<file path="src/hdl/biou_pkg.sv">
// Package for the box overlap cost block: default widths and queue sizing.
// Every file of the block but biou_if.sv imports it, and it depends on nothing.
package biou_pkg;

   localparam int COORD_BITS_DEF = 16;
   localparam int FRAC_BITS_DEF  = 16;

   // The queue depth must be a power of two so that its pointers wrap on their own.
   localparam int QUEUE_DEPTH    = 4;

endpackage

</file>
<file path="src/hdl/biou_queue.sv">
// Short first-in first-out queue between the front and back parts.
// Uses biou_pkg for its depth; the payload width comes from the instantiating module.
module biou_queue
   import biou_pkg::*;
#(
   parameter int DATA_BITS = 97,
   parameter int DEPTH     = QUEUE_DEPTH
) (
   input  logic                 clock,
   input  logic                 reset,
   input  logic                 push_valid,
   output logic                 push_ready,
   input  logic [DATA_BITS-1:0] push_data,
   output logic                 pop_valid,
   input  logic                 pop_ready,
   output logic [DATA_BITS-1:0] pop_data
);

   localparam int AW = $clog2(DEPTH);

   logic [DATA_BITS-1:0] entry_ff [DEPTH];
   logic [AW-1:0]        wr_ptr_ff;
   logic [AW-1:0]        wr_ptr_in;
   logic [AW-1:0]        rd_ptr_ff;
   logic [AW-1:0]        rd_ptr_in;
   logic [AW:0]          count_ff;
   logic [AW:0]          count_in;
   logic                 push;
   logic                 pop;

   assign push_ready = (count_ff != (AW+1)'(DEPTH));
   assign pop_valid  = (count_ff != '0);
   assign push       = push_valid && push_ready;
   assign pop        = pop_valid && pop_ready;
   assign pop_data   = entry_ff[rd_ptr_ff];

   always_comb begin
      wr_ptr_in = push ? wr_ptr_ff + 1'b1 : wr_ptr_ff;
      rd_ptr_in = pop ? rd_ptr_ff + 1'b1 : rd_ptr_ff;
      count_in  = count_ff + (AW+1)'(push) - (AW+1)'(pop);
   end

   always_ff @(posedge clock) begin
      if (reset) begin
         wr_ptr_ff <= '0;
         rd_ptr_ff <= '0;
         count_ff  <= '0;
      end else begin
         wr_ptr_ff <= wr_ptr_in;
         rd_ptr_ff <= rd_ptr_in;
         count_ff  <= count_in;
      end
   end

   always_ff @(posedge clock) begin
      if (push) begin
         entry_ff[wr_ptr_ff] <= push_data;
      end
   end

endmodule

</file>
<file path="config.mk">
export PLATFORM = sky130hd
export DESIGN_NAME = biou_queue
export DESIGN_NICKNAME = d
export VERILOG_FILES = /design/src/hdl/biou_pkg.sv /design/src/hdl/biou_queue.sv
export SDC_FILE = /design/constraint.sdc
export NUM_CORES = 1
export LEC_CHECK = 0
export BUFFER_PORTS_ARGS = -buffer_cell sky130_fd_sc_hd__buf_4
export CAP_MARGIN = 20
export CORE_ASPECT_RATIO = 0.9
export CORE_UTILIZATION = 57
export DETAILED_ROUTE_END_ITERATION = 8
export PLACE_DENSITY = 0.84
export SLEW_MARGIN = 10
export SYNTH_ARGS = -nofsm -noshare
export SYNTH_HDL_FRONTEND = slang
export SYNTH_SLANG_ARGS = --single-unit
</file>
<file path="constraint.sdc">
create_clock -name clock -period 4.15 [get_ports clock]
set_clock_uncertainty 0.15 [all_clocks]
set_input_delay 0.6225 -clock clock [delete_from_list [all_inputs] [get_ports clock]]
set_output_delay 0.6225 -clock clock [all_outputs]
set_load 0.02 [all_outputs]
</file>
## After elaboration in Yosys (flattened, before gate mapping)

Memory sizes are Yosys's and may differ from the RTL's. A register that Yosys moved wholly into a read port is not among the register bits.
Index checks and enable logic that the tools add are counted.

- Bits in registers: 7
- Bits in latches: 0
- RAM bits: 388
- ROM bits: 0
- Output and inout bits: 99
- Word-level logic and storage cells: 16
- Memories kept: 1

Memories:

| memory | words | bits a word | rd ports | clocked after Yosys merged registers in | write ports | RTL line | text |
|---|---|---|---|---|---|---|---|
| entry_ff | 4 | 97 | 1 | 1 | 1 | biou_queue.sv:21 | `logic [DATA_BITS-1:0] entry_ff [DEPTH];` |

- Add/subtract/negate cells: 4
- $mul: 0
- Divide/modulo/power cells: 0
- Magnitude comparators: 0
- Equal/unequal tests: 1
- Shift-type cells: 0
- Multiplexer cells: 4
- Bitwise logic cells: 0
- Reduce and logical (&&, ||, !) cells: 3

Operators by type and width:

| cell | count |
|---|---|
| $add A2 B1 Y2 const B | 2 |
| $mux W2 | 2 |
| $add A3 B1 Y3 | 1 |
| $ne A3 B3 Y1 const B | 1 |
| $reduce_bool A3 Y1 | 1 |
| $sub A3 B1 Y3 | 1 |
| $logic_and A1 B1 Y1 | 2 |
| $mux W1 | 2 |

## Longest topological paths before layout

Gate-level depths: netlist (run 1).

- Depth after elaboration: 4
- Gate-level depth with buffers: 11
- Depth with buffers taken out: 11

## Worst setup path after synthesis (run 1)

No wires, ideal clock.

- Path kind: input to register
- Start: input port push_valid
- End: memory entry_ff[2][0] (enable)
- Setup time: 467 ps
- Arrival: 3280 ps
- Required time: 3533 ps
- Slack: 253 ps
- Cell stages on the path: 2
- Path buffers: 0
- Path through: a21boi_1 and2_1

- Cells in the longest elaborated chain, start to end: 3

RTL lines:

| item | RTL line | text |
|---|---|---|
| start: declaration | biou_queue.sv:11 | `input logic push_valid,` |
| $logic_and A1 B1 Y1 | biou_queue.sv:33 | `assign push = push_valid && push_ready;` |
| $mux W1 | biou_queue.sv:56 | `if (push) begin` |
| $mux W1 (implied by the code) | biou_queue.sv:57 | `entry_ff[wr_ptr_ff] <= push_data;` |
| end: declaration | biou_queue.sv:21 |  |

No other way between the ends.

==> results_dict.tcl, run 1 <==
set metrics [dict create \
    status "completed" \
    design.portCount 200 \
    tritoncts_num_sinks 397 \
    final_weighted_congestion_of_routability_driven_global_placement 0.760 \
    ir_drop_uv 440 \
    synthFlopType "edfxtp_1" \
    synth_most_common_cell "edfxtp_1" \
    timing.final.max_slew_violations 0 \
    syn-cell-area_um2 14500 \
    timing.hold.worst_path_depth 1 \
    netlist_instances 556 \
    flow.area_growth_from_synthesis_pct 22.1 \
    clkLatencyLatePin_ns 0.50 \
    warnings_synthesis 0 \
    crit_path_start_kind "register" \
    num-nets-final 897 \
    num-fill-cells 1423 \
    yosysTopAreaCell "edfxtp_1" \
    grt_antenna_before_repair 1 \
    die-height_um 153 \
    root_buffer "clkbuf_16" \
    grt_setup_unrepaired "no" \
    grt_start_max_net_pins 55 \
    slew_headroom_pct 52.3 \
    rows 54 \
    power.static_leakage_uw 0.00596 \
    first_pass_iters 4 \
    final-setup-viol-count 0 \
    hp-class "primary input to register" \
    ff2ff_setup_slack_ns 1.33 \
    synth_compound_gate_area_share_pct 0.173 \
    post_synth_and_or_nand_nor_area_fraction_pct 0.658 \
    n_antenna_cell 0 \
    yosys.area_share.adder_pct 0.658 \
    whs_endpoint "entry_ff[3][11]" \
    worstHoldStart "push_data[11]" \
    postSynthNetCount 664 \
    pwr_density_cell_nw_per_um2 657 \
    finalPower_uw 11600 \
    synth_cell_types 24 \
    postCtsSetupBuffers 0 \
    timing.fmax_mhz 314 \
    cap_viol_max_count 0 \
    timing_worst_slew_pin_value_ns 0.715 \
    cts_buffers 39 \
    final.period_utilization_pct 76.8 \
    cts_repair_resize_count 0 \
    worst_r2r_path_depth 11 \
    yosys-top-cells-area "edfxtp_1 (81%), mux4_2 (15%), dfxtp_1 (1.2%)" \
    share_of_layout_cells_above_drive_strength_1_pct 45.5 \
    count_of_antenna_violating_nets_left_after_detailed_routing 0 \
    htree_levels 2 \
    timing.rr.start "count_ff[1]" \
    grt_pass1_vias 7189 \
    final_core_util_pct 71.8 \
    grtUsageTotal_pct 21.5 \
    die_area_um2 26000 \
    synth_xor_area_share_pct 0.182 \
    route.vias.total 6635 \
    die_width_um 170 \
    synth_top_cell_area_share_pct 80.6 \
    core_region_area_um2 24600 \
    route.final.wire_length_mm 27.3 \
    data_required_critical_path_ns 3.38 \
    crit_type "register to primary output" \
    drc 0 \
    post_synth.cell_area_avg_um2 26.0 \
    synth_sequential_area_ratio_pct 81.9 \
    place_area_um2 16400 \
    combinational_family_with_the_most_area_after_synthesis "multiplexers" \
    ys_top_cells_by_count "edfxtp_1 (388), mux4_2 (97), buf_2 (11), dfxtp_1 (9), nor2_1 (8)" \
    post_route_cell_area_um2 17600 \
    synth_edf_count 388 \
    cts_buffer_depth 3 \
    critical_path_arrival_ns 2.41 \
    setup.worst_path.end_class "primary output" \
    tritoncts "yes" \
    path_max_fanout 26 \
    hpwl_mm 16.6 \
    vias_per_cell 5.75 \
    io_buffers 199 \
    report.final.hold_viol_count 0 \
    start_util_pct 58.8 \
    cts.reportedPaths.clkPinSlew_ns 0.06 \
    fraction_of_synthesized_area_in_multiplexers_pct 15.3 \
    drt-wirelength-per-cell_um 23.7 \
    drt_iter0_drc 567 \
    sum_of_overflow_across_all_layers_after_global_routing 0 \
    regToRegEndpoint "count_ff[2]" \
    totalNegativeSetupSlack_ns 0 \
    hold_buffers 0 \
    flop_and_latch_count_out_of_synthesis 397 \
    grt_pass1_wl_mm 41.0 \
    finalWorstPathRequiredPeriod_ns 3.19 \
    async_flop_share_pct 0 \
]
==> critical path: stages, from the launching register on <==
cell     delay (ns)
dfxtp_4        0.67
buf_4          0.46
mux4_2         0.59
buf_4          0.18
==> final cells by class <==
class                   count  area [µm²]  share of cell area (%)
inverters                   5        18.8                   0.106
flip-flops and latches    397       11800                    67.1
well taps                 336         420                    2.38
clock buffers              48        1050                    5.96
multi-input cells         131        2460                    13.9
repair buffers            215        1640                    9.29
clock inverters            21         223                    1.26
==> how the worst max path moves through the flow <==
stage / end / slack (ns) / depth (start not counted)
6_report: pop_data[73] / 0.96 / 3
4_1_cts: pop_data[73] / 0.84 / 3
3_3_place_gp: entry_ff[0][14] / 1.34 / 4
2_1_floorplan: entry_ff[2][0] / 0.25 / 2
5_1_grt: pop_data[59] / 0.76 / 3
3_5_place_dp: count_ff[2] / 1.21 / 11
==> cell families (layout without fill, tap and decap cells) <==
logic type	count (synthesis)	after routing
multiplexers	99	99
XOR/XNOR	3	3
flip-flops	397	397
buffers and inverters	28	289
AO/OA/AOI/OAI	3	3
adder cells (fa/ha/maj)	7	7
AND/OR/NAND/NOR	19	19
==> layout by cell type, fill, tap and decap left out, types with 2 or more instances in the layout <==
| cell type | netlist | routed |
|---|---|---|
| xor2_1 | 2 | 2 |
| buf_12 | 0 | 2 |
| nand2b_1 | 2 | 2 |
| edfxtp_1 | 388 | 388 |
| bufinv_16 | 0 | 5 |
| ha_1 | 6 | 6 |
| clkinv_1 | 0 | 9 |
| mux4_2 | 97 | 97 |
| clkinv_2 | 0 | 6 |
| and2_4 | 0 | 4 |
| dfxtp_1 | 9 | 7 |
| nor2_1 | 8 | 8 |
| buf_4 | 0 | 213 |
| clkbuf_16 | 0 | 41 |
| dfxtp_4 | 0 | 2 |
| clkbuf_1 | 7 | 7 |
| inv_1 | 5 | 5 |
==> per-stage QoR <==
step | hold slack [ns] | setup slack [ns] | instances
3_3_place_gp | 0.341 | 1.34 | 1084
6_report | 0.161 | 0.963 | 1153
5_1_grt | 0.144 | 0.757 | 1153
2_1_floorplan | 0.332 | 0.253 | 556
4_1_cts | 0.142 | 0.842 | 1153
3_5_place_dp | 0.373 | 1.21 | 1084
==> power breakdown <==
part           total, µW  leakage, µW  internal (µW)  switching (µW)
logic               3000      0.00170           1400            1600
registers           5130      0.00363           4920             218
clock network       3460     0.000626           2110            1350
==> per-layer routing <==
metal  wire [µm]  share of wire [%]  global-route usage, %  up-vias
met2       14100                 52                   36.9      273
met4         374                1.4                   4.89        2
met1       10500                 39                   27.9     3472
met3        2280                8.3                   5.18       39
li1            -                  -                      -     2849
met5          17              0.062                      0        -
==> sequential cells by signal (all words and copies together), names as in the netlist, named ones only <==
name	count
entry_ff	388
count_ff	3
rd_ptr_ff	2
wr_ptr_ff	2
Power figures use the tool's default switching activity.
==> run 2: changes to the inputs <==
--- a/config.mk
+++ b/config.mk
@@ -5,12 +5,13 @@
 export SDC_FILE = /design/constraint.sdc
 export NUM_CORES = 1
 export LEC_CHECK = 0
+export ABC_AREA = 1
 export BUFFER_PORTS_ARGS = -buffer_cell sky130_fd_sc_hd__buf_4
 export CAP_MARGIN = 20
 export CORE_ASPECT_RATIO = 0.9
-export CORE_UTILIZATION = 57
+export CORE_UTILIZATION = 52
 export DETAILED_ROUTE_END_ITERATION = 8
-export PLACE_DENSITY = 0.84
+export PLACE_DENSITY = 0.81
 export SLEW_MARGIN = 10
 export SYNTH_ARGS = -nofsm -noshare
 export SYNTH_HDL_FRONTEND = slang
==> constraint.sdc (replaced) <==
create_clock -name clock -period 2.7 [get_ports clock]
set_clock_uncertainty 0.15 [all_clocks]
set_input_delay 0.405 -clock clock [delete_from_list [all_inputs] [get_ports clock]]
set_output_delay 0.405 -clock clock [all_outputs]
set_load 0.02 [all_outputs]
==> results_dict.tcl, run 2 <==
set metrics [dict create \
    route.vias.total 9568 \
    grt_setup_unrepaired "no" \
    hp-class "primary input to register" \
    cts_buffer_depth 3 \
    report.final.hold_viol_count 0 \
    violated_checks "design-rule violations" \
    grt_start_max_net_pins 112 \
    biggestRegsByFlops "entry_ff: 388 flops, count_ff: 3 flops" \
    status "complete, but fails checks" \
    totalNegativeSetupSlack_ns 0 \
    warnings_synthesis 0 \
    core_region_area_um2 27900 \
    hpwl_mm 17.7 \
    root_buffer "clkbuf_16" \
    syn-cell-area_um2 14800 \
    htree_levels 2 \
    num-nets-final 1416 \
    timing.final.max_slew_violations 0 \
    count_of_antenna_violating_nets_left_after_detailed_routing 0 \
    post_synth.cell_area_avg_um2 14.8 \
    setup.worst_path.end_class "primary output" \
    synth_sequential_area_ratio_pct 79.9 \
    finalWorstPathRequiredPeriod_ns 2.64 \
    ff2ff_setup_slack_ns 0.50 \
    pwr_density_cell_nw_per_um2 939 \
    num-fill-cells 1763 \
    vias_per_cell 5.64 \
    path_max_fanout 26 \
    timing_worst_slew_pin_value_ns 0.683 \
    most-common-layout-cells "edfxtp_1 (388), buf_4 (214), nor2_1 (202)" \
    drc 14 \
    crit_path_start_kind "register" \
    first_pass_iters 7 \
    final.period_utilization_pct 97.6 \
    dpl_worst_slack_ns 0.484 \
    critical_path_arrival_ns 2.08 \
    timing.fmax_mhz 379 \
    synth_cell_types 19 \
    most_common_library_cell_in_the_layout_ignoring_fill_and_taps "edfxtp_1" \
    netlist_instances 1002 \
    die_area_um2 29200 \
    yosys-top-cells-area "edfxtp_1 (79%), nor2_1 (5.2%), o21ai_0 (4.5%)" \
    ys_top_cells_by_count "edfxtp_1 (388), nor2_1 (207), o21ai_0 (132), o22ai_1 (97), o21ai_1 (63)" \
    synthFlopType "edfxtp_1" \
    die-height_um 162 \
    start_util_pct 53.0 \
    route.final.wire_length_mm 33.8 \
    power.static_leakage_uw 0.00678 \
    flow.area_growth_from_synthesis_pct 28.9 \
    ir_drop_uv 758 \
    die_width_um 180 \
    cts.reportedPaths.clkPinSlew_ns 0.06 \
    grt_pass1_vias 9699 \
    grtUsageTotal_pct 22.5 \
    drt_iter0_drc 757 \
    async_flop_share_pct 0 \
    slew_headroom_pct 54.4 \
    drt-wirelength-per-cell_um 19.9 \
    crit_type "register to primary output" \
    tritoncts "yes" \
    synth_most_common_cell "edfxtp_1" \
    flop_and_latch_count_out_of_synthesis 397 \
    share_of_layout_cells_above_drive_strength_1_pct 22.0 \
    final-setup-viol-count 0 \
    final_core_util_pct 68.3 \
    grt_antenna_before_repair 0 \
    largest_register_ff_count 388 \
    sum_of_overflow_across_all_layers_after_global_routing 0 \
    data_required_critical_path_ns 2.14 \
    io_buffers 199 \
    cap_viol_max_count 0 \
    tritoncts_num_sinks 397 \
    largest-register "entry_ff" \
    n_antenna_cell 0 \
    cts_buffers 39 \
    yosysTopAreaCell "edfxtp_1" \
    worst_slack_ns 0.0647 \
    design.portCount 200 \
    grt_pass1_wl_mm 51.2 \
    synth_edf_count 388 \
    clkLatencyLatePin_ns 0.51 \
    postSynthNetCount 1110 \
    rows 58 \
    final_weighted_congestion_of_routability_driven_global_placement 0.749 \
    synth_top_cell_area_share_pct 78.6 \
]
[run 2: cell types whose count changed after synthesis, moves of 8 or more]
cell,before,now
nor2_1,8,207
buf_6,1,15
o22ai_1,0,97
buf_2,11,19
o21ai_1,0,63
o21ai_0,0,132
mux4_2,97,0
nand2_1,1,12
inv_1,5,14
clkbuf_1,7,25
[run 2: worst paths after layout]
| check | cells after the start | from | to |
|---|---|---|---|
| max | 4 | register | pop_data[39] |
| min | 3 | pop_ready | rd_ptr_ff[0] |
| max reg2reg | 10 | count_ff[1] | count_ff[2] |
| min reg2reg | 2 | rd_ptr_ff[0] | rd_ptr_ff[0] |
[run 2: logic make-up (layout without fill, tap and decap cells)]
logic type | count (synthesis) | count (layout) | synth area share, %
AO/OA/AOI/OAI | 298 | 298 | 10.9
flip-flops | 397 | 397 | 79.9
buffers and inverters | 78 | 413 | 2.94
AND/OR/NAND/NOR | 222 | 222 | 5.65
adder cells (fa/ha/maj) | 7 | 7 | 0.642
[run 2: cell type report]
class | instances | area, µm² | share of cell area, %
Timing Repair Buffer | 327 | 2900 | 15.2
Sequential cell | 397 | 11800 | 62.0
Clock inverter | 19 | 164 | 0.858
Inverter | 16 | 77.6 | 0.406
Clock buffer | 51 | 1060 | 5.57
Tap cell | 360 | 450 | 2.36
Multi-Input combinational cell | 527 | 2600 | 13.6
[run 2: where the power goes]
| part | internal [µW] | switching (µW) |
|---|---|---|
| combinational | 1820 | 3170 |
| clock | 3060 | 2170 |
| sequential | 7500 | 211 |
| total | 12400 | 5550 |
[run 2: metal layers]
layer / vias to the layer above / GRT usage [%] / part of all wire [%]
li1: 4396 / - / -
met1: 4695 / 27.7 / 40
met2: 399 / 39.5 / 50
met3: 78 / 5.49 / 8.0
met4: 0 / 7.09 / 2.3
met5: - / 0 / 0
[run 2: repair_timing]
| item | in CTS | in global routing |
|---|---|---|
| hold buffers | 98 | 0 |
| hold endpoints to repair | 390 | 0 |
| endpoints found under the setup margin | 8 | 39 |
| cloned | 0 | 1 |
| buffers inserted | 0 | 4 |
| gates resized for setup | 1 | 4 |
[run 2: worst max-delay path: stages (launching register included)]
cell and delay (ns):
dfxtp_4 0.52, buf_4 0.35, o21ai_0 0.16, o22ai_1 0.32, buf_4 0.21
[run 2: metrics by stage]
step / hold slack [ns] / cells / instance area, µm² / power [µW]
final: 0.0409 / 1697 / 19100 / 17900
after global routing: 0.0591 / 1697 / 19100 / 18600
after CTS: 0.00915 / 1692 / 19000 / 17800
after detailed placement: 0.336 / 1524 / 16800 / 12500
after global placement: 0.313 / 1524 / 16800 / 12400
after floorplan: 0.298 / 1002 / 14900 / 10600
