### config.mk
export PLATFORM = sky130hd
export DESIGN_NAME = biou_back_flat
export DESIGN_NICKNAME = d
export VERILOG_FILES = /design/src/hdl/biou_pkg.sv /design/src/hdl/biou_if.sv /design/src/hdl/biou_back.sv /design/src/flat_wrapper.sv
export SDC_FILE = /design/constraint.sdc
export NUM_CORES = 2
export LEC_CHECK = 0
export BUFFER_PORTS_ARGS = -buffer_cell sky130_fd_sc_hd__buf_2
export CORE_ASPECT_RATIO = 1.4
export CORE_MARGIN = 2
export CORE_UTILIZATION = 59
export DETAILED_ROUTE_END_ITERATION = 7
export GPL_TIMING_DRIVEN = 0
export PLACE_DENSITY = 0.82
export SYNTH_ARGS = -nofsm -noshare
export SYNTH_HDL_FRONTEND = slang
export SYNTH_SLANG_ARGS = --single-unit
### constraint.sdc
create_clock -name clock -period 29.9 [get_ports clock]
set_clock_uncertainty 0.05 [all_clocks]
set_input_delay 1.495 -clock clock [delete_from_list [all_inputs] [get_ports clock]]
set_output_delay 1.495 -clock clock [all_outputs]
set_load 0.02 [all_outputs]
### src/hdl/biou_pkg.sv
// Package for the box overlap cost block: default widths and queue sizing.
// Every file of the block but biou_if.sv imports it, and it depends on nothing.
package biou_pkg;

   localparam int COORD_BITS_DEF = 16;
   localparam int FRAC_BITS_DEF  = 16;

   // The queue depth must be a power of two so that its pointers wrap on their own.
   localparam int QUEUE_DEPTH    = 4;

endpackage

### src/hdl/biou_if.sv


interface biou_rsp_if #(
   parameter int FRAC_BITS = 16
);
   logic                 valid;
   logic                 ready;
   logic [FRAC_BITS:0]   cost;
   logic                 gated;

   modport source (
      output valid, cost, gated,
      input  ready
   );
   modport sink (
      input  valid, cost, gated,
      output ready
   );
endinterface

### src/hdl/biou_back.sv
// Back part: areas, union, a pipelined restoring divider and the cost output register.
// Uses biou_pkg and the response interface; is fed by the queue.
module biou_back
   import biou_pkg::*;
#(
   parameter int COORD_BITS = COORD_BITS_DEF,
   parameter int FRAC_BITS  = FRAC_BITS_DEF
) (
   input  logic                  clock,
   input  logic                  reset,
   input  logic                  pop_valid,
   output logic                  pop_ready,
   input  logic [6*COORD_BITS:0] pop_data,
   biou_rsp_if.source            rsp_chan
);

   localparam int C  = COORD_BITS;
   localparam int AB = 2 * C;
   localparam int UB = 2 * C + 1;
   localparam int NS = FRAC_BITS + 1;

   localparam logic [FRAC_BITS:0] COST_ONE = (FRAC_BITS+1)'(1) << FRAC_BITS;

   logic          advance;

   // Multiply stage.
   logic          m_vld_ff;
   logic          m_gated_ff;
   logic [AB-1:0] m_inter_ff;
   logic [AB-1:0] m_area_t_ff;
   logic [AB-1:0] m_area_d_ff;

   // Union stage.
   logic          u_vld_ff;
   logic          u_force_ff;
   logic          u_gated_ff;
   logic [AB-1:0] u_num_ff;
   logic [UB-1:0] u_den_ff;
   logic [UB-1:0] u_den_in;

   // Divider stages, one quotient bit each.
   logic               d_vld_ff   [NS];
   logic               d_force_ff [NS];
   logic               d_gated_ff [NS];
   logic [UB-1:0]      d_rem_ff   [NS];
   logic [UB-1:0]      d_den_ff   [NS];
   logic [FRAC_BITS:0] d_quo_ff   [NS];
   logic [UB-1:0]      d_rem_in   [NS];
   logic [FRAC_BITS:0] d_quo_in   [NS];

   // Output register.
   logic               o_vld_ff;
   logic               o_gated_ff;
   logic [FRAC_BITS:0] o_cost_ff;
   logic [FRAC_BITS:0] o_cost_in;

   logic [C-1:0] q_track_w;
   logic [C-1:0] q_track_h;
   logic [C-1:0] q_det_w;
   logic [C-1:0] q_det_h;
   logic [C-1:0] q_inter_w;
   logic [C-1:0] q_inter_h;
   logic         q_gated;

   assign advance   = !o_vld_ff || rsp_chan.ready;
   assign pop_ready = advance;

   assign q_gated   = pop_data[6*C];
   assign q_track_w = pop_data[6*C-1:5*C];
   assign q_track_h = pop_data[5*C-1:4*C];
   assign q_det_w   = pop_data[4*C-1:3*C];
   assign q_det_h   = pop_data[3*C-1:2*C];
   assign q_inter_w = pop_data[2*C-1:C];
   assign q_inter_h = pop_data[C-1:0];

   always_comb begin
      logic [UB:0] shifted;
      logic [UB:0] den_ext;
      logic [UB:0] diff;
      u_den_in = UB'(m_area_t_ff) + UB'(m_area_d_ff) - UB'(m_inter_ff);

      if (UB'(u_num_ff) >= u_den_ff) begin
         d_rem_in[0] = UB'(u_num_ff) - u_den_ff;
         d_quo_in[0] = (FRAC_BITS+1)'(1);
      end else begin
         d_rem_in[0] = UB'(u_num_ff);
         d_quo_in[0] = '0;
      end

      for (int k = 1; k < NS; k++) begin
         shifted = {d_rem_ff[k-1], 1'b0};
         den_ext = {1'b0, d_den_ff[k-1]};
         diff    = shifted - den_ext;
         if (shifted >= den_ext) begin
            d_rem_in[k] = diff[UB-1:0];
            d_quo_in[k] = {d_quo_ff[k-1][FRAC_BITS-1:0], 1'b1};
         end else begin
            d_rem_in[k] = shifted[UB-1:0];
            d_quo_in[k] = {d_quo_ff[k-1][FRAC_BITS-1:0], 1'b0};
         end
      end

      if (d_force_ff[NS-1]) begin
         o_cost_in = COST_ONE;
      end else begin
         o_cost_in = COST_ONE - d_quo_ff[NS-1];
      end
   end

   always_ff @(posedge clock) begin
      if (reset) begin
         m_vld_ff <= 1'b0;
         u_vld_ff <= 1'b0;
         o_vld_ff <= 1'b0;
         for (int k = 0; k < NS; k++) begin
            d_vld_ff[k] <= 1'b0;
         end
      end else if (advance) begin
         m_vld_ff    <= pop_valid;
         u_vld_ff    <= m_vld_ff;
         d_vld_ff[0] <= u_vld_ff;
         for (int k = 1; k < NS; k++) begin
            d_vld_ff[k] <= d_vld_ff[k-1];
         end
         o_vld_ff    <= d_vld_ff[NS-1];
      end
   end

   always_ff @(posedge clock) begin
      if (advance) begin
         m_gated_ff  <= q_gated;
         m_inter_ff  <= q_inter_w * q_inter_h;
         m_area_t_ff <= q_track_w * q_track_h;
         m_area_d_ff <= q_det_w * q_det_h;

         u_gated_ff  <= m_gated_ff;
         u_force_ff  <= m_gated_ff || (u_den_in == '0);
         u_num_ff    <= m_inter_ff;
         u_den_ff    <= u_den_in;

         d_gated_ff[0] <= u_gated_ff;
         d_force_ff[0] <= u_force_ff;
         d_den_ff[0]   <= u_den_ff;
         d_rem_ff[0]   <= d_rem_in[0];
         d_quo_ff[0]   <= d_quo_in[0];
         for (int k = 1; k < NS; k++) begin
            d_gated_ff[k] <= d_gated_ff[k-1];
            d_force_ff[k] <= d_force_ff[k-1];
            d_den_ff[k]   <= d_den_ff[k-1];
            d_rem_ff[k]   <= d_rem_in[k];
            d_quo_ff[k]   <= d_quo_in[k];
         end

         o_gated_ff <= d_gated_ff[NS-1];
         o_cost_ff  <= o_cost_in;
      end
   end

   assign rsp_chan.valid = o_vld_ff;
   assign rsp_chan.cost  = o_cost_ff;
   assign rsp_chan.gated = o_gated_ff;

endmodule

### src/flat_wrapper.sv
// flat-port wrapper written by rule: the top's interface ports become plain ports
module biou_back_flat import biou_pkg::*;
#(
   parameter int COORD_BITS = COORD_BITS_DEF,
   parameter int FRAC_BITS  = FRAC_BITS_DEF
)
  (clock, reset, pop_valid, pop_ready, pop_data, rsp_chan_valid, rsp_chan_cost, rsp_chan_gated, rsp_chan_ready);
  biou_rsp_if #(.FRAC_BITS(FRAC_BITS)) rsp_chan_i ();
  input  logic clock;
  input  logic reset;
  input  logic pop_valid;
  output logic pop_ready;
  input  logic [6*COORD_BITS:0] pop_data;
  output wire logic [$bits(rsp_chan_i.valid)-1:0] rsp_chan_valid;
  output wire logic [$bits(rsp_chan_i.cost)-1:0] rsp_chan_cost;
  output wire logic [$bits(rsp_chan_i.gated)-1:0] rsp_chan_gated;
  input wire logic [$bits(rsp_chan_i.ready)-1:0] rsp_chan_ready;
  assign rsp_chan_valid = rsp_chan_i.valid;
  assign rsp_chan_cost = rsp_chan_i.cost;
  assign rsp_chan_gated = rsp_chan_i.gated;
  assign rsp_chan_i.ready = rsp_chan_ready;
  biou_back #(.COORD_BITS(COORD_BITS), .FRAC_BITS(FRAC_BITS)) u_core (.clock(clock), .reset(reset), .pop_valid(pop_valid), .pop_ready(pop_ready), .pop_data(pop_data), .rsp_chan(rsp_chan_i));
endmodule
# After elaboration in Yosys (flattened, before gate mapping)
# Memories as Yosys holds them, arrays and structs flattened. A register that Yosys moved wholly into a read port is not among the register bits.
# Cells that the tools add are included.
dict set report classes {
  shift 0
  multipliers 3
  n_bitwise 17
  order_cmp 17
  add_sub_neg 20
  muxes 57
  eq_ne 0
  div_mod_pow 0
  reduce_logical 4
}
# cell n
set op_table {}
lappend op_table {{two-way mux 33 bit} 17}
lappend op_table {{greater-or-equal comparator 34 x 33 -> 1 bit} 16}
lappend op_table {{subtractor 33 bit} 16}
lappend op_table {{multiplier 16 x 16 -> 32 bit} 3}
lappend op_table {{two-way mux 1 bit} 40}
lappend op_table {{adder 32 x 32 -> 33 bit} 1}
lappend op_table {{greater-or-equal comparator 32 x 33 -> 1 bit} 1}
lappend op_table {{zero test 33 bit} 1}
lappend op_table {{subtractor 32 x 33 -> 33 bit} 1}
lappend op_table {{subtractor 33 x 32 -> 33 bit} 1}
lappend op_table {{bitwise OR 1 bit} 17}
lappend op_table {{subtractor 17 bit, first input constant} 1}
lappend op_table {{logical OR 1 bit} 2}
lappend op_table {{zero test 1 bit} 1}
dict set report word_totals {
  latch_bits 0
  reg_bits 183
  inputBits 101
  mem_count 6
  ram_bits 1462
  word_cells 135
  romBits 0
}
# memory depth width read_ports rd_ports_with_merged_regs wr line_no
set memory_table {}
lappend memory_table {u_core.d_den_ff 17 33 16 0 17 biou_back.sv:46} ;# logic [UB-1:0] d_den_ff [NS];
lappend memory_table {u_core.d_rem_ff 17 33 16 0 17 biou_back.sv:45} ;# logic [UB-1:0] d_rem_ff [NS];
lappend memory_table {u_core.d_quo_ff 17 17 17 0 17 biou_back.sv:47} ;# logic [FRAC_BITS:0] d_quo_ff [NS];
lappend memory_table {u_core.d_force_ff 17 1 17 0 17 biou_back.sv:43} ;# logic d_force_ff [NS];
lappend memory_table {u_core.d_gated_ff 17 1 17 1 17 biou_back.sv:44} ;# logic d_gated_ff [NS];
lappend memory_table {u_core.d_vld_ff 17 1 17 1 17 biou_back.sv:42} ;# logic d_vld_ff [NS];

# Depth between registers and ports, before layout
dict set report logic_depth {
  ltp_word 6
  ltp_mapped 28
  depth_no_buf 27
}

# Worst setup path after synthesis
# No wires, ideal clock.
dict set report synth_path {
  kind {in2reg}
  from {input port rsp_chan_ready}
  to {memory u_core.d_den_ff[0][0] (netlist bit) (enable)}
  stages 3
  arrival_time_ns 29.122
  required_ns 28.094
  setup_slack_ns -1.028
  setup_time_ns 1.756
  cell_sequence {nor2b_1 > clkbuf_1 > inv_1}
}
# item line_no
set synth_lines {}
lappend synth_lines {{start: declaration} flat_wrapper.sv:17} ;# input wire logic [$bits(rsp_chan_i.ready)-1:0] rsp_chan_ready;
lappend synth_lines {{end: declaration} biou_back.sv:46}

# Worst setup path after layout
dict set report layout_path {
  from {input port pop_data[17]}
  to {register u_core.m_inter_ff[29] (data pin)}
}
dict set report layout_via {
  elab_chain_len 1
}
# item line_no
set layout_rtl {}
lappend layout_rtl {{start: declaration} flat_wrapper.sv:13} ;# input logic [6*COORD_BITS:0] pop_data;
lappend layout_rtl {{multiplier 16 x 16 -> 32 bit} biou_back.sv:132} ;# m_inter_ff <= q_inter_w * q_inter_h;
lappend layout_rtl {{end signal: assignment} biou_back.sv:132}
lappend layout_rtl {{end: declaration} biou_back.sv:29} ;# logic [AB-1:0] m_inter_ff;
# No other way between the ends.
# A chain may end at the register's enable or synchronous reset.

==> flow_summary.toml <==
[critical_path]
setup_slack_reg_to_reg_ps = 23340
crit_required_ps = 30370
worstSetupEndpointType = "register"
cp_slowest_stage_delay_ps = 560
critPathSlowestCell = "sky130_fd_sc_hd__fa_1"
crit_path_category = "input port to register"
origin_of_the_critical_flop_to_flop_path = "u_core.d_den_ff[0][45]$_DFFE_PP_"
rr_worst_depth = 17
critical-path-top-cell-by-count = "sky130_fd_sc_hd__fa_1"
crit-reg2reg-capture = "u_core.d_rem_ff[0][97]$_DFFE_PP_"
arrival_ps = 8870
timing.critical_path.fanout_max = 10
timing.critical_path.from_type = "input port"

[sta]
endpoints_failing_hold = 0
timing_worst_slew_pin_value_ps = 1403
fmaxAchievable_ghz = 0.1191
drv_slew = 0
fin_crit_ps = 8394
rsz0062_at_grt = "no"
timing.max_slew.rel_slack_pct = 5.902
setup_viol = 0
final_min_period_over_clock_period_pct = 28.07

[clock_tree]
post_cts_buffers = 0
clock_tree.buffer_depth = 3
cts_tree = "done"
numCtsBuffers = 144
postCtsResizedCells = 0
worst_setup_hold_path_clk_slew_ps = 60
htree_num_levels = 4
cts_hold_buf = 0
clock_sinks = 1445
insertion_delay_ps = 800
clockRootBuffer = "sky130_fd_sc_hd__clkbuf_16"

[die]
placement_rows = 182
floorplan.die.width_microns = 359.2
initial_utilization_pct = 59.36
height_of_the_die_microns = 501.3
fp.coreArea_sq_um = 175600
ioPinCount = 121
die_area_sq_um = 180100

[synthesis]
dominantRegCellSynth = "sky130_fd_sc_hd__edfxtp_1"
post_synth_num_cell_types = 99
ys.warnings.count = 0
number_of_synthesized_flops_with_an_enable_pin = 1442
synth_commonest_cells = "sky130_fd_sc_hd__inv_1, sky130_fd_sc_hd__edfxtp_1, sky130_fd_sc_hd__nand2_1"
syn_inst = 9725
cell_types_occupying_the_most_area_after_synthesis = "sky130_fd_sc_hd__edfxtp_1, sky130_fd_sc_hd__fa_1, sky130_fd_sc_hd__ha_1"
yosys_register_bits = 1445
synthArstFlopShare_pct = 0
synth_largest_area_cell = "sky130_fd_sc_hd__edfxtp_1"
synth_nets = 11361
syn-mean-instance-area_sq_um = 10.72
synthesis.area_sq_um = 104200
synth.most_common_cell = "sky130_fd_sc_hd__inv_1"
synth.yosys.seq_area_share_pct = 41.60
synth_largest_type_area_fraction_pct = 41.55

[detailed_routing]
drt_wl_total_mm = 259.5
routed_wire_length_per_instance_microns = 20.86
drcViolationCount = 0
drtAntennaViolNets = 0
vias = 71791
dr_vias_cell = 5.771
drt_first_pass_iters = 8
drt_first_iter_violations = 3704

[grt]
antenna_violations_before_repair = 8
gr-total-overflow = 0
track_usage_pct = 29.14
grt_max_degree = 50
first_global_vias = 78357
grt_first_pass_wirelength_mm = 405.5

[cells_and_area]
ratio_of_cells_with_drive_above_1_in_the_final_layout_pct = 5.755
final_nets = 11664
fillCellCount = 13318
layout-area-overhead-vs-synth_pct = 8.488
finish.instance_area_sq_um = 113100

[place]
dp.final_hpwl_mm = 209.8
number_of_port_buffers = 120
finalWeightedCongestion = 1.021
post_dp_cell_area_sq_um = 108400

[run]
max_capacitance_violation_total = 0

[hold_path]
hold_class = "register to register"
hold-path-endpoint = "u_core.d_quo_ff[0][87]$_DFFE_PP_"
whs_path_depth = 0
hp-start = "u_core.d_quo_ff[0][69]$_DFFE_PP_"

[outcome]
run_status = "completed"
==> cells in the final DEF, fill, tap and decap left out, types with 29 or more instances in the layout <==
cell type                   netlist  layout
sky130_fd_sc_hd__a211oi_1        34      34
sky130_fd_sc_hd__a21o_1         331     331
sky130_fd_sc_hd__a21oi_1        593     593
sky130_fd_sc_hd__a31oi_1         50      47
sky130_fd_sc_hd__and2_1         395     395
sky130_fd_sc_hd__and3_1          47      47
sky130_fd_sc_hd__buf_12           0      32
sky130_fd_sc_hd__buf_2           25     145
sky130_fd_sc_hd__clkbuf_1       180     203
sky130_fd_sc_hd__clkbuf_16        0     145
sky130_fd_sc_hd__edfxtp_1      1442    1442
sky130_fd_sc_hd__fa_1           630     630
sky130_fd_sc_hd__ha_1           905     905
sky130_fd_sc_hd__inv_1         1538    1537
sky130_fd_sc_hd__mux2_1          35      35
sky130_fd_sc_hd__mux2_2         109     109
sky130_fd_sc_hd__nand2_1        909     909
sky130_fd_sc_hd__nand2b_1        95      95
sky130_fd_sc_hd__nand3_1        111     111
sky130_fd_sc_hd__nand4_1         76      76
sky130_fd_sc_hd__nor2_1         403     403
sky130_fd_sc_hd__nor2b_1        107     107
sky130_fd_sc_hd__nor3_1          76      76
sky130_fd_sc_hd__o21a_1          84      84
sky130_fd_sc_hd__o21ai_0        440     440
sky130_fd_sc_hd__o21ai_1         42      42
sky130_fd_sc_hd__o21bai_1        89      89
sky130_fd_sc_hd__o31ai_1         30      29
sky130_fd_sc_hd__xnor2_1        352     352
sky130_fd_sc_hd__xor2_1         231     231
==> registers in the layout, summed over array words and instances, names as in the netlist, 17 cells and up <==
register and flops:
u_core.d_rem_ff 528, u_core.d_den_ff 528, u_core.u_den_ff 33, u_core.m_area_t_ff 32, u_core.u_num_ff 32, u_core.m_area_d_ff 32, u_core.d_quo_ff 153, u_core.rsp_chan.cost 17
u_core.m_inter_ff 32, u_core.d_gated_ff 17, u_core.d_vld_ff 17, u_core.d_force_ff 17
==> metrics by stage <==
stage / setup TNS [ps] / instances / setup WS (ps) / hold WS [ps] / utilization [%]
final: 0 / 12439 / 21510 / 349.4 / 64.40
after global routing: 0 / 12433 / 21190 / 362.7 / 64.39
after CTS: 0 / 12431 / 21580 / 347.7 / 64.38
after detailed placement: 0 / 12182 / 20790 / 354.5 / 61.76
after global placement: -2177080 / 12145 / -1786 / 350.5 / 61.35
after floorplan: 0 / 9725 / 5890 / 350.3 / -
==> worst max-delay path by stage <==
stage	start	endpoint	slack, ps	cells after the start
3_5_place_dp	pop_data[17]	u_core.m_inter_ff[29]$_DFFE_PP_	20790	25
6_report	pop_data[17]	u_core.m_inter_ff[29]$_DFFE_PP_	21510	25
2_1_floorplan	rsp_chan_ready	u_core.d_den_ff[0][0]$_DFFE_PP_	5890	3
3_3_place_gp	rsp_chan_ready	u_core.m_area_d_ff[0]$_DFFE_PP_	-1790	4
5_1_grt	pop_data[17]	u_core.m_inter_ff[29]$_DFFE_PP_	21190	25
4_1_cts	pop_data[17]	u_core.m_inter_ff[29]$_DFFE_PP_	21580	25
==> critical path: cells and delay by family <==
family / cells / cell delay, ps
fa+ha+maj: 7 / 3580
compound gates: 10 / 2350
xor+xnor: 1 / 180
simple gates: 2 / 360
buf+inv: 5 / 890
==> layout make-up <==
class / instances / area (sq um) / area share [%]
multi-input combinational: 6527 / 54260 / 47.99
sequential: 1445 / 43360 / 38.35
inverter: 1539 / 5781 / 5.112
clock buffer: 168 / 3715 / 3.285
tap: 2300 / 2878 / 2.545
timing repair buffer: 157 / 1299 / 1.149
clock inverter: 81 / 893.4 / 0.7901
buffer: 214 / 864.6 / 0.7646
antenna: 8 / 20.02 / 0.01771
==> cells by family (layout without fill, tap and decap cells) <==
group,after synthesis,in the layout,share of synthesized area [%]
buffers and inverters,1753,2159,6.372
other,0,8,0
DFF,1445,1445,41.60
adders and majority gates,1535,1535,22.97
muxes,185,185,2.079
and+or+nand+nor,2323,2323,10.69
xor gates and xnor gates,583,583,4.899
AOI/OAI and AO/OA,1901,1901,11.39
==> per-layer routing <==
| layer | track usage (%) | vias to the layer above | wire length (microns) |
|---|---|---|---|
| met3 | 2.981 | 983 | 7488 |
| met1 | 24.11 | 35084 | 77330 |
| li1 | - | 33794 | - |
| met4 | 28.47 | 2 | 28950 |
| met5 | 0 | - | 7 |
| met2 | 58.11 | 1928 | 145700 |
Power is left out: the tool's default activity adds up to more than one toggle a clock period on the data nets, which glitch-free logic cannot reach.
