## src/hdl/biou_pkg.sv

```systemverilog
// Package for the box overlap cost block: default widths and queue sizing.
// Every file of the block but biou_if.sv imports it, and it depends on nothing.
package biou_pkg;

   localparam int COORD_BITS_DEF = 16;
   localparam int FRAC_BITS_DEF  = 16;

   // The queue depth must be a power of two so that its pointers wrap on their own.
   localparam int QUEUE_DEPTH    = 4;

endpackage

```

## src/hdl/biou_if.sv

```systemverilog
// Channel interfaces for the box overlap cost block: the pair request and the cost response.
// Both carry valid, ready and the payload and depend on nothing else.
interface biou_req_if #(
   parameter int COORD_BITS = 16
);
   logic                         valid;
   logic                         ready;
   logic signed [COORD_BITS-1:0] track_left;
   logic signed [COORD_BITS-1:0] track_top;
   logic        [COORD_BITS-1:0] track_width;
   logic        [COORD_BITS-1:0] track_height;
   logic signed [COORD_BITS-1:0] det_left;
   logic signed [COORD_BITS-1:0] det_top;
   logic        [COORD_BITS-1:0] det_width;
   logic        [COORD_BITS-1:0] det_height;
   logic        [7:0]            frames_stale;

   modport source (
      output valid, track_left, track_top, track_width, track_height,
             det_left, det_top, det_width, det_height, frames_stale,
      input  ready
   );
   modport sink (
      input  valid, track_left, track_top, track_width, track_height,
             det_left, det_top, det_width, det_height, frames_stale,
      output ready
   );
endinterface


```

## src/hdl/biou_front.sv

```systemverilog
// Front part: accepts a box pair, flags stale tracks and measures the overlap lengths.
// Uses biou_pkg and the request interface; feeds the queue.
module biou_front
   import biou_pkg::*;
#(
   parameter int COORD_BITS = COORD_BITS_DEF
) (
   biou_req_if.sink                req_chan,
   input  logic                    push_ready,
   output logic                    push_valid,
   output logic [6*COORD_BITS:0]   push_data
);

   localparam int EW = COORD_BITS + 2;

   function automatic logic [COORD_BITS-1:0] overlap_len(
      input logic [COORD_BITS-1:0] a0,
      input logic [COORD_BITS-1:0] aw,
      input logic [COORD_BITS-1:0] b0,
      input logic [COORD_BITS-1:0] bw
   );
      logic signed [EW-1:0] a_lo;
      logic signed [EW-1:0] a_hi;
      logic signed [EW-1:0] b_lo;
      logic signed [EW-1:0] b_hi;
      logic signed [EW-1:0] lo;
      logic signed [EW-1:0] hi;
      logic signed [EW-1:0] diff;
      a_lo = $signed({{2{a0[COORD_BITS-1]}}, a0});
      b_lo = $signed({{2{b0[COORD_BITS-1]}}, b0});
      a_hi = a_lo + $signed({2'b00, aw});
      b_hi = b_lo + $signed({2'b00, bw});
      lo   = (a_lo > b_lo) ? a_lo : b_lo;
      hi   = (a_hi < b_hi) ? a_hi : b_hi;
      diff = hi - lo;
      overlap_len = (hi > lo) ? diff[COORD_BITS-1:0] : '0;
   endfunction

   logic                  gated;
   logic [COORD_BITS-1:0] inter_w;
   logic [COORD_BITS-1:0] inter_h;

   always_comb begin
      gated   = (req_chan.frames_stale > 8'd1);
      inter_w = overlap_len(req_chan.track_left, req_chan.track_width,
                            req_chan.det_left, req_chan.det_width);
      inter_h = overlap_len(req_chan.track_top, req_chan.track_height,
                            req_chan.det_top, req_chan.det_height);
   end

   assign push_valid     = req_chan.valid;
   assign req_chan.ready = push_ready;
   assign push_data      = {gated, req_chan.track_width, req_chan.track_height,
                            req_chan.det_width, req_chan.det_height, inter_w, inter_h};

endmodule

```

## src/flat_wrapper.sv

```systemverilog
// flat-port wrapper written by rule: the top's interface ports become plain ports
module biou_front_flat import biou_pkg::*;
#(
   parameter int COORD_BITS = COORD_BITS_DEF
)
  (push_ready, push_valid, push_data, req_chan_valid, req_chan_track_left, req_chan_track_top, req_chan_track_width, req_chan_track_height, req_chan_det_left, req_chan_det_top, req_chan_det_width, req_chan_det_height, req_chan_frames_stale, req_chan_ready);
  biou_req_if #(.COORD_BITS(COORD_BITS)) req_chan_i ();
  input  logic push_ready;
  output logic push_valid;
  output logic [6*COORD_BITS:0] push_data;
  input wire logic [$bits(req_chan_i.valid)-1:0] req_chan_valid;
  input wire logic [$bits(req_chan_i.track_left)-1:0] req_chan_track_left;
  input wire logic [$bits(req_chan_i.track_top)-1:0] req_chan_track_top;
  input wire logic [$bits(req_chan_i.track_width)-1:0] req_chan_track_width;
  input wire logic [$bits(req_chan_i.track_height)-1:0] req_chan_track_height;
  input wire logic [$bits(req_chan_i.det_left)-1:0] req_chan_det_left;
  input wire logic [$bits(req_chan_i.det_top)-1:0] req_chan_det_top;
  input wire logic [$bits(req_chan_i.det_width)-1:0] req_chan_det_width;
  input wire logic [$bits(req_chan_i.det_height)-1:0] req_chan_det_height;
  input wire logic [$bits(req_chan_i.frames_stale)-1:0] req_chan_frames_stale;
  output wire logic [$bits(req_chan_i.ready)-1:0] req_chan_ready;
  assign req_chan_i.valid = req_chan_valid;
  assign req_chan_i.track_left = req_chan_track_left;
  assign req_chan_i.track_top = req_chan_track_top;
  assign req_chan_i.track_width = req_chan_track_width;
  assign req_chan_i.track_height = req_chan_track_height;
  assign req_chan_i.det_left = req_chan_det_left;
  assign req_chan_i.det_top = req_chan_det_top;
  assign req_chan_i.det_width = req_chan_det_width;
  assign req_chan_i.det_height = req_chan_det_height;
  assign req_chan_i.frames_stale = req_chan_frames_stale;
  assign req_chan_ready = req_chan_i.ready;
  biou_front #(.COORD_BITS(COORD_BITS)) u_core (.req_chan(req_chan_i), .push_ready(push_ready), .push_valid(push_valid), .push_data(push_data));
endmodule
```

## config.mk

```make
export PLATFORM = sky130hd
export DESIGN_NAME = biou_front_flat
export DESIGN_NICKNAME = d
export VERILOG_FILES = /design/src/hdl/biou_pkg.sv /design/src/hdl/biou_if.sv /design/src/hdl/biou_front.sv /design/src/flat_wrapper.sv
export SDC_FILE = /design/constraint.sdc
export NUM_CORES = 1
export LEC_CHECK = 0
export BUFFER_PORTS_ARGS = -buffer_cell sky130_fd_sc_hd__buf_2
export CAP_MARGIN = 40
export CORE_MARGIN = 8
export CORE_UTILIZATION = 50
export DETAILED_ROUTE_END_ITERATION = 16
export PLACE_DENSITY = 0.78
export SLEW_MARGIN = 5
export SYNTH_ARGS = -nofsm -noshare
export SYNTH_HDL_FRONTEND = slang
export SYNTH_SLANG_ARGS = --single-unit
```

## constraint.sdc

```tcl
create_clock -name vclk -period 13.2
set_clock_uncertainty 0.1 [all_clocks]
set_input_delay 1.32 -clock vclk [all_inputs]
set_output_delay 1.32 -clock vclk [all_outputs]
set_load 0.01 [all_outputs]
```

**After elaboration in Yosys (flattened, before gate mapping)**

Index checks and enable logic that the tools add are counted.

- Order comparisons: 7
- Add/sub/neg operators: 6
- Multiplexer cells: 6

Operators by type and width:

| operator | count |
|---|---|
| adder 16 x 17 -> 18 bit | 4 |
| two-way mux 18 bit | 4 |
| greater-than comparator 18 bit | 2 |
| less-than comparator 18 bit | 2 |
| greater-than comparator 16 bit | 2 |
| two-way mux 16 bit | 2 |
| subtractor 16 bit | 2 |
| greater-than comparator 8 x 1 -> 1 bit (second input constant) | 1 |

- Bits in registers: 0
- Input bits: 138

**Logic depth before layout (Yosys ltp)**

Gate-level depths: netlist (run 1).

- Depth in word-level cells: 5
- Gate-level depth with buffers: 32
- Depth with buffers taken out: 31

**Worst setup path before layout (run 1)**

No wires, ideal clock.

- Kind: input-to-output
- Start point: in req_chan_track_width[0]
- End point: out push_data[20]
- Stages: 29
- Arrival time: 7.329 ns
- Data required time: 11.780 ns
- Slack: 4.451 ns
- Cells stage by stage: ha_1 -> inv_1 -> fa_1 -> nor2b_1 -> o31a_1 -> nand2b_1 -> a221o_1 -> a21o_1 -> a41oi_1 -> a221oi_1 -> xnor2_1 -> inv_1 -> ha_1 -> and4_1 -> or3_1 -> mux2i_1 -> a21oi_2 -> nand2_1 -> mux2_2 -> ha_1 -> a21o_1 -> a21o_1 -> a221oi_1 -> a2bb2oi_1 -> a221o_1 -> o21ai_0 -> o21ai_1 -> clkbuf_1 -> nor2_1

- Cells in the longest elaborated chain, start to end: 5
- Elaborated cells between the ends (all ways): 6

RTL lines:

| what | line | text |
|---|---|---|
| start, declared | flat_wrapper.sv:14 | `input wire logic [$bits(req_chan_i.track_width)-1:0] req_chan_track_width;` |
| adder 16 x 17 -> 18 bit * | biou_front.sv:31 | `a_hi = a_lo + $signed({2'b00, aw});` |
| less-than comparator 18 bit | biou_front.sv:34 | `hi = (a_hi < b_hi) ? a_hi : b_hi;` |
| two-way mux 18 bit * | biou_front.sv:34 |  |
| subtractor 16 bit / greater-than comparator 18 bit (equally long branches) | biou_front.sv:35, biou_front.sv:36 |  |
| two-way mux 16 bit * | biou_front.sv:36 | `overlap_len = (hi > lo) ? diff[COORD_BITS-1:0] : '0;` |
| end, declared | flat_wrapper.sv:10 | `output logic [6*COORD_BITS:0] push_data;` |

Every way passes the cells marked *; elsewhere a longest branch is shown, timed or not.

**Worst setup path after layout (run 1)**

- Start point: in req_chan_track_left[1]
- End point: out push_data[18]

- Cells in the longest elaborated chain, start to end: 5
- Elaborated cells between the ends (all ways): 8

RTL lines:

| what | line | text |
|---|---|---|
| start, declared | flat_wrapper.sv:12 | `input wire logic [$bits(req_chan_i.track_left)-1:0] req_chan_track_left;` |
| adder 16 x 17 -> 18 bit | biou_front.sv:31 |  |
| less-than comparator 18 bit | biou_front.sv:34 |  |
| two-way mux 18 bit | biou_front.sv:34 |  |
| subtractor 16 bit / greater-than comparator 18 bit (equally long branches) | biou_front.sv:35, biou_front.sv:36 |  |
| two-way mux 16 bit * | biou_front.sv:36 |  |

Marked as above.

==> results of run 1 <==
-- worst paths after layout --
kind	depth (start not counted)	slack (ns)	start	to
max	29	3.17	req_chan_track_left[1]	push_data[18]
min	0	2.54	req_chan_valid	push_valid
-- Yosys cell counts, drive strengths merged (5+ instances only) --
cell,count,share of area [%]
a2111oi,6,0.69
a211o,5,0.58
a211oi,16,1.6
a21o,44,4.4
a21oi,63,4.4
a221oi,6,0.78
a31oi,5,0.41
and3,9,0.74
buf,72,7.2
fa,6,1.6
ha,166,27
inv,100,5.0
mux2,14,2.1
mux2i,55,7.3
nand2,30,1.5
nand2b,11,0.91
nand3,21,1.4
nand4,18,1.5
nor2,67,3.3
nor2b,18,1.5
nor3,31,2.0
nor4,8,0.66
o211ai,9,0.89
o21a,18,1.8
o21ai,45,3.1
o21bai,8,0.79
o31ai,6,0.59
or3,7,0.58
xnor2,50,5.8
xor2,31,3.6
-- where the power goes --
group	internal [uW]	leakage, uW	switching (uW)
logic	525	0.00458	674
clock network	0	0	0
registers	0	0	0
total	525	0.00458	674
-- stage by stage --
stage                     instance area [um2]  instances
after global placement                   8440       1345
after floorplan                          7570        999
after detailed placement                 8440       1346
final                                    8440       1346
after global routing                     8440       1346
after CTS                                8440       1346
-- cells by family (layout without fill, tap and decap cells) --
logic type,after synthesis,after routing,share of synthesized area [%]
AOI/OAI and AO/OA,262,262,23.8
and+or+nand+nor,236,236,15.7
buffers and inverters,176,335,12.3
adders and majority gates,175,175,29.4
xor gates and xnor gates,81,81,9.37
muxes,69,69,9.40
-- layer usage --
layer	share of wire (%)	vias to the layer above	GRT usage, %
met5	0	-	0
met4	1.8	0	3.99
met3	5.0	28	2.58
met2	50	233	41.2
met1	43	3520	24.2
li1	-	3918	-
-- area by class of cell --
type / count / area, um2
fillers: 1453 / 6530
well taps: 188 / 235
repair buffers: 235 / 1180
inverters: 100 / 375
multi-input cells: 823 / 6650
-- worst max-delay path: cells and delay by family --
kind,cells,cell delay [ns]
mux,2,0.67
simple gates,5,1.39
fa+ha+maj,3,0.99
buf+inv,4,0.57
compound gates,14,3.45
xor+xnor,1,0.20
-- cell usage in the layout, fill, tap and decap left out, types with 4 or more instances in the layout --
cell type,Yosys,final
or3_1,7,7
xnor2_1,50,50
nor2_1,67,67
inv_1,100,100
fa_1,6,6
a31oi_1,5,5
mux2i_1,55,55
mux2_2,13,13
xor2_1,31,31
buf_2,2,232
nand2_1,30,30
a21oi_1,61,61
o21bai_1,8,8
nor2b_1,18,18
a221o_1,4,4
nand3b_1,4,4
a21o_1,44,44
a221oi_1,5,5
nor3_1,31,31
ha_1,166,166
a211oi_1,16,16
o21ai_0,41,41
o21a_1,18,18
o22ai_1,4,4
nor4_1,8,8
o31ai_1,6,6
and3_1,9,9
a211o_1,5,5
nand4_1,18,18
a2111oi_0,6,6
o211ai_1,9,9
nand2b_1,11,11
nand3_1,21,21
==> impl_metrics.json, run 1 <==
{
  "outcome": "finished clean",
  "slowest_delay_ns": 0.61,
  "crit_top_cell": "o21ai_0",
  "final_core_util_pct": 56.4,
  "peakVddDrop_uv": 163,
  "rows": 45,
  "diodes": 0,
  "die_w_um": 139,
  "syn_inst": 999,
  "seqCellArea_um2": 0,
  "overflow": 0,
  "ys_warn_count": 0,
  "worstMarginPinSlew_ns": 0.762,
  "start_kind": "primary input",
  "initialDrtViolationCount": 334,
  "dp_hpwl_um": 19800,
  "holdBufCountCts": 0,
  "seq_cells": 0,
  "vias": 7699,
  "rsz0062_at_grt": "no",
  "place.gp.congestion": 0.927,
  "drt_drc_violations_left": 0,
  "first_pass_iters": 5,
  "yosysUniqueCellTypes": 66,
  "setup_ws_ns": 3.17,
  "post_cts_buffers": 0,
  "grtUsageTotal_pct": 21.2,
  "grt_max_degree": 19,
  "crit_slowest_cell": "nand2_1",
  "synth_area_um2": 7570,
  "avgViaCountPerCell": 5.72,
  "setup_viol": 0,
  "crit_arrival_ns": 8.61,
  "core_area_um2": 15000,
  "slew_headroom_pct": 47.9,
  "cts.repair.resized": 0,
  "initial_core_util_pct": 50.6,
  "syn_avg_cell_area_um2": 7.58,
  "dieArea_um2": 19300,
  "finalHoldViolations": 0,
  "powerDensity_nw_per_um2": 142,
  "cap_violations": 0,
  "wire_per_inst_um": 16.3,
  "dieHeight_um": 139,
  "layout-drive-gt1-share_pct": 23.0,
  "cp-end-kind": "output port",
  "finalPower_uw": 1200,
  "ios": 237,
  "period_minus_slack_ns": 10.03,
  "place_ws_ns": 3.20,
  "crit_type": "in2out",
  "worstPathMaxFanout": 14,
  "hold_slack_ns": 2.54,
  "post-route-period-util_pct": 76.0,
  "grt_first_pass_wirelength_um": 35400,
  "tns_ns": 0,
  "min_path_type": "in2out",
  "max_clock_freq_ghz": 0.0997,
  "ys_seq_area_share_pct": 0,
  "ant_nets": 0,
  "required_ns": 11.78,
  "routed_wl_um": 21900,
  "num-nets-final": 1470,
  "synthToLayoutAreaGrowth_pct": 11.5,
  "syn-num-nets": 1309,
  "finalMaxSlewViolations": 0,
  "portBuffers": 232,
  "antenna_found_initial": 0,
  "clockBufferCount": 0,
  "leakage_uw": 0.00458,
  "grt_pass1_vias": 7900
}
Note: power is estimated with default switching activity, not from simulation.
==> run 2, diff against run 1 <==
- ABC_AREA: unset -> 1
- clock period: 13.2 -> 9.4 ns (I/O delays scaled with it)
==> run 2 against run 1 <==
Die area increased by 5.8%. Non-clock buffer count decreased by 2. Largest power group unchanged. Via count increased by 11%. Setup slack got worse by 2.3 ns. First-iteration DRC count decreased by 0.90%. Critical endpoint is now push_data[14]. Hold slack got worse by 0.76 ns. Flip-flop and latch count unchanged.
==> impl_metrics.json, run 2 <==
{
  "syn_avg_cell_area_um2": 6.29,
  "die_w_um": 143,
  "dieHeight_um": 143,
  "final_cell_mix": "nand2_1 (282), buf_2 (232), ha_1 (166)",
  "first_pass_iters": 5,
  "syn_inst": 1284,
  "holdCritStartpoint": "push_ready",
  "initial_core_util_pct": 51.0,
  "overflow": 0,
  "drt_drc_violations_left": 0,
  "wl_met1_um": 9390,
  "synthToLayoutAreaGrowth_pct": 10.2,
  "routed_wl_um": 22300,
  "finalMaxSlewViolations": 0,
  "holdBufCountCts": 0,
  "crit_type": "in2out",
  "max_clock_freq_ghz": 0.118,
  "worstPathMaxFanout": 18,
  "highest_layer": "met4",
  "outcome": "finished clean",
  "synth_top_area_share_pct": 25.7,
  "grt_pass1_vias": 8468,
  "seq_cells": 0,
  "synth_area_leaders": "ha_1 (26%), nand2_1 (13%), inv_1 (7.6%)",
  "hold_depth": 0,
  "rows": 46,
  "powerDensity_nw_per_um2": 201,
  "layout-drive-gt1-share_pct": 21.2,
  "syn-num-nets": 1594,
  "tns_ns": 0,
  "start_kind": "primary input",
  "slowest_delay_ns": 0.46,
  "crit_slowest_cell": "o21ai_0",
  "dr_wl_met3_um": 1150,
  "antenna_found_initial": 1,
  "post-route-period-util_pct": 90.4,
  "peakVddDrop_uv": 148,
  "yosysUniqueCellTypes": 46,
  "vias": 8513,
  "grt_first_pass_wirelength_um": 36400,
  "slew_headroom_pct": 42.2,
  "crit_top_cell": "a21oi_1",
  "leakage_uw": 0.00521,
  "post_cts_buffers": 0,
  "cap_violations": 0,
  "synth_largest_area_cell": "ha_1",
  "cp-end-kind": "output port",
  "layout_commonest_cell": "nand2_1",
  "min_to": "req_chan_ready",
  "synth_commonest_cells": "nand2_1 (282), ha_1 (166), inv_1 (163), a21oi_1 (106), nand3_1 (96)",
  "num-nets-final": 1745,
  "finalHoldViolations": 0,
  "initialDrtViolationCount": 331,
  "required_ns": 8.36,
  "worstMarginPinSlew_ns": 0.865,
  "synth_area_um2": 8070,
  "ys_seq_area_share_pct": 0,
  "fillers": 1569,
  "ios": 237,
  "ys_warn_count": 0,
  "yosysMostFrequentCell": "nand2_1",
  "grtUsageTotal_pct": 21.0,
  "setup_viol": 0,
  "cts.repair.resized": 0,
  "period_minus_slack_ns": 8.49,
  "wl_met2_um": 11300,
  "dp_hpwl_um": 20500,
  "ant_nets": 0,
  "hold_slack_ns": 1.78,
  "grt_max_degree": 33,
  "portBuffers": 232,
  "dieArea_um2": 20500,
  "wire_per_inst_um": 13.5,
  "min_path_type": "in2out",
  "core_area_um2": 15800,
  "crit_arrival_ns": 7.45,
  "place.gp.congestion": 0.898,
  "avgViaCountPerCell": 5.16,
  "rsz0062_at_grt": "no",
  "seqCellArea_um2": 0,
  "clockBufferCount": 0
}
==> run 2: logic make-up (layout without fill, tap and decap cells) <==
logic type	after synthesis	after routing	share of synthesized area, %
and+or+nand+nor	544	544	31.7
buffers and inverters	251	400	15.5
AOI/OAI and AO/OA	235	235	16.7
adders and majority gates	172	172	27.2
xor gates and xnor gates	82	82	8.90
other	0	1	0
==> run 2: metrics by stage <==
step	utilization [%]	std cells	instance area [um2]	worst slack [ns]	power (uW)
2_1_floorplan	-	1284	8070	2.20	1330
3_3_place_gp	56.2	1649	8890	1.09	1770
3_5_place_dp	56.2	1649	8890	0.977	1790
4_1_cts	56.2	1649	8890	0.955	1800
5_1_grt	56.2	1650	8890	0.359	2030
6_report	56.2	1650	8890	0.907	1780
==> run 2: worst max path at each step <==
stage	start	end	slack (ns)
final	req_chan_track_top[0]	push_data[14]	0.91
after global routing	req_chan_track_height[0]	push_data[13]	0.36
after CTS	req_chan_track_top[0]	push_data[14]	0.96
after detailed placement	req_chan_track_top[0]	push_data[14]	0.98
after global placement	req_chan_track_height[0]	push_data[9]	1.09
after floorplan	req_chan_track_height[0]	push_data[10]	2.20
==> run 2: worst max-delay path: cells and delay by family <==
family | cells | cell delay, ns
AOI/OAI and AO/OA | 13 | 2.84
and+or+nand+nor | 10 | 1.52
adders and majority gates | 5 | 1.55
xor gates and xnor gates | 1 | 0.20
buffers and inverters | 4 | 0.39
==> run 2: per-layer routing <==
layer  track usage, %  vias up
met5                0        -
met4             4.31        0
met3             1.87       27
met2             41.1      217
met1             23.9     3738
li1                 -     4531
==> run 2: where the power goes <==
group          switching (uW)  internal (uW)  total, uW
registers                   0              0          0
logic                    1090            692       1780
clock network               0      0.0000143  0.0000143
total                    1090            692       1780
==> run 2: cell type report <==
class                           count  area (um2)  share of cell area (%)
Multi-Input combinational cell   1033        6830                    76.7
Timing Repair Buffer              233        1170                    13.1
Inverter                          167         627                    7.05
Tap cell                          216         270                    3.04
Antenna cell                        1        2.50                  0.0281
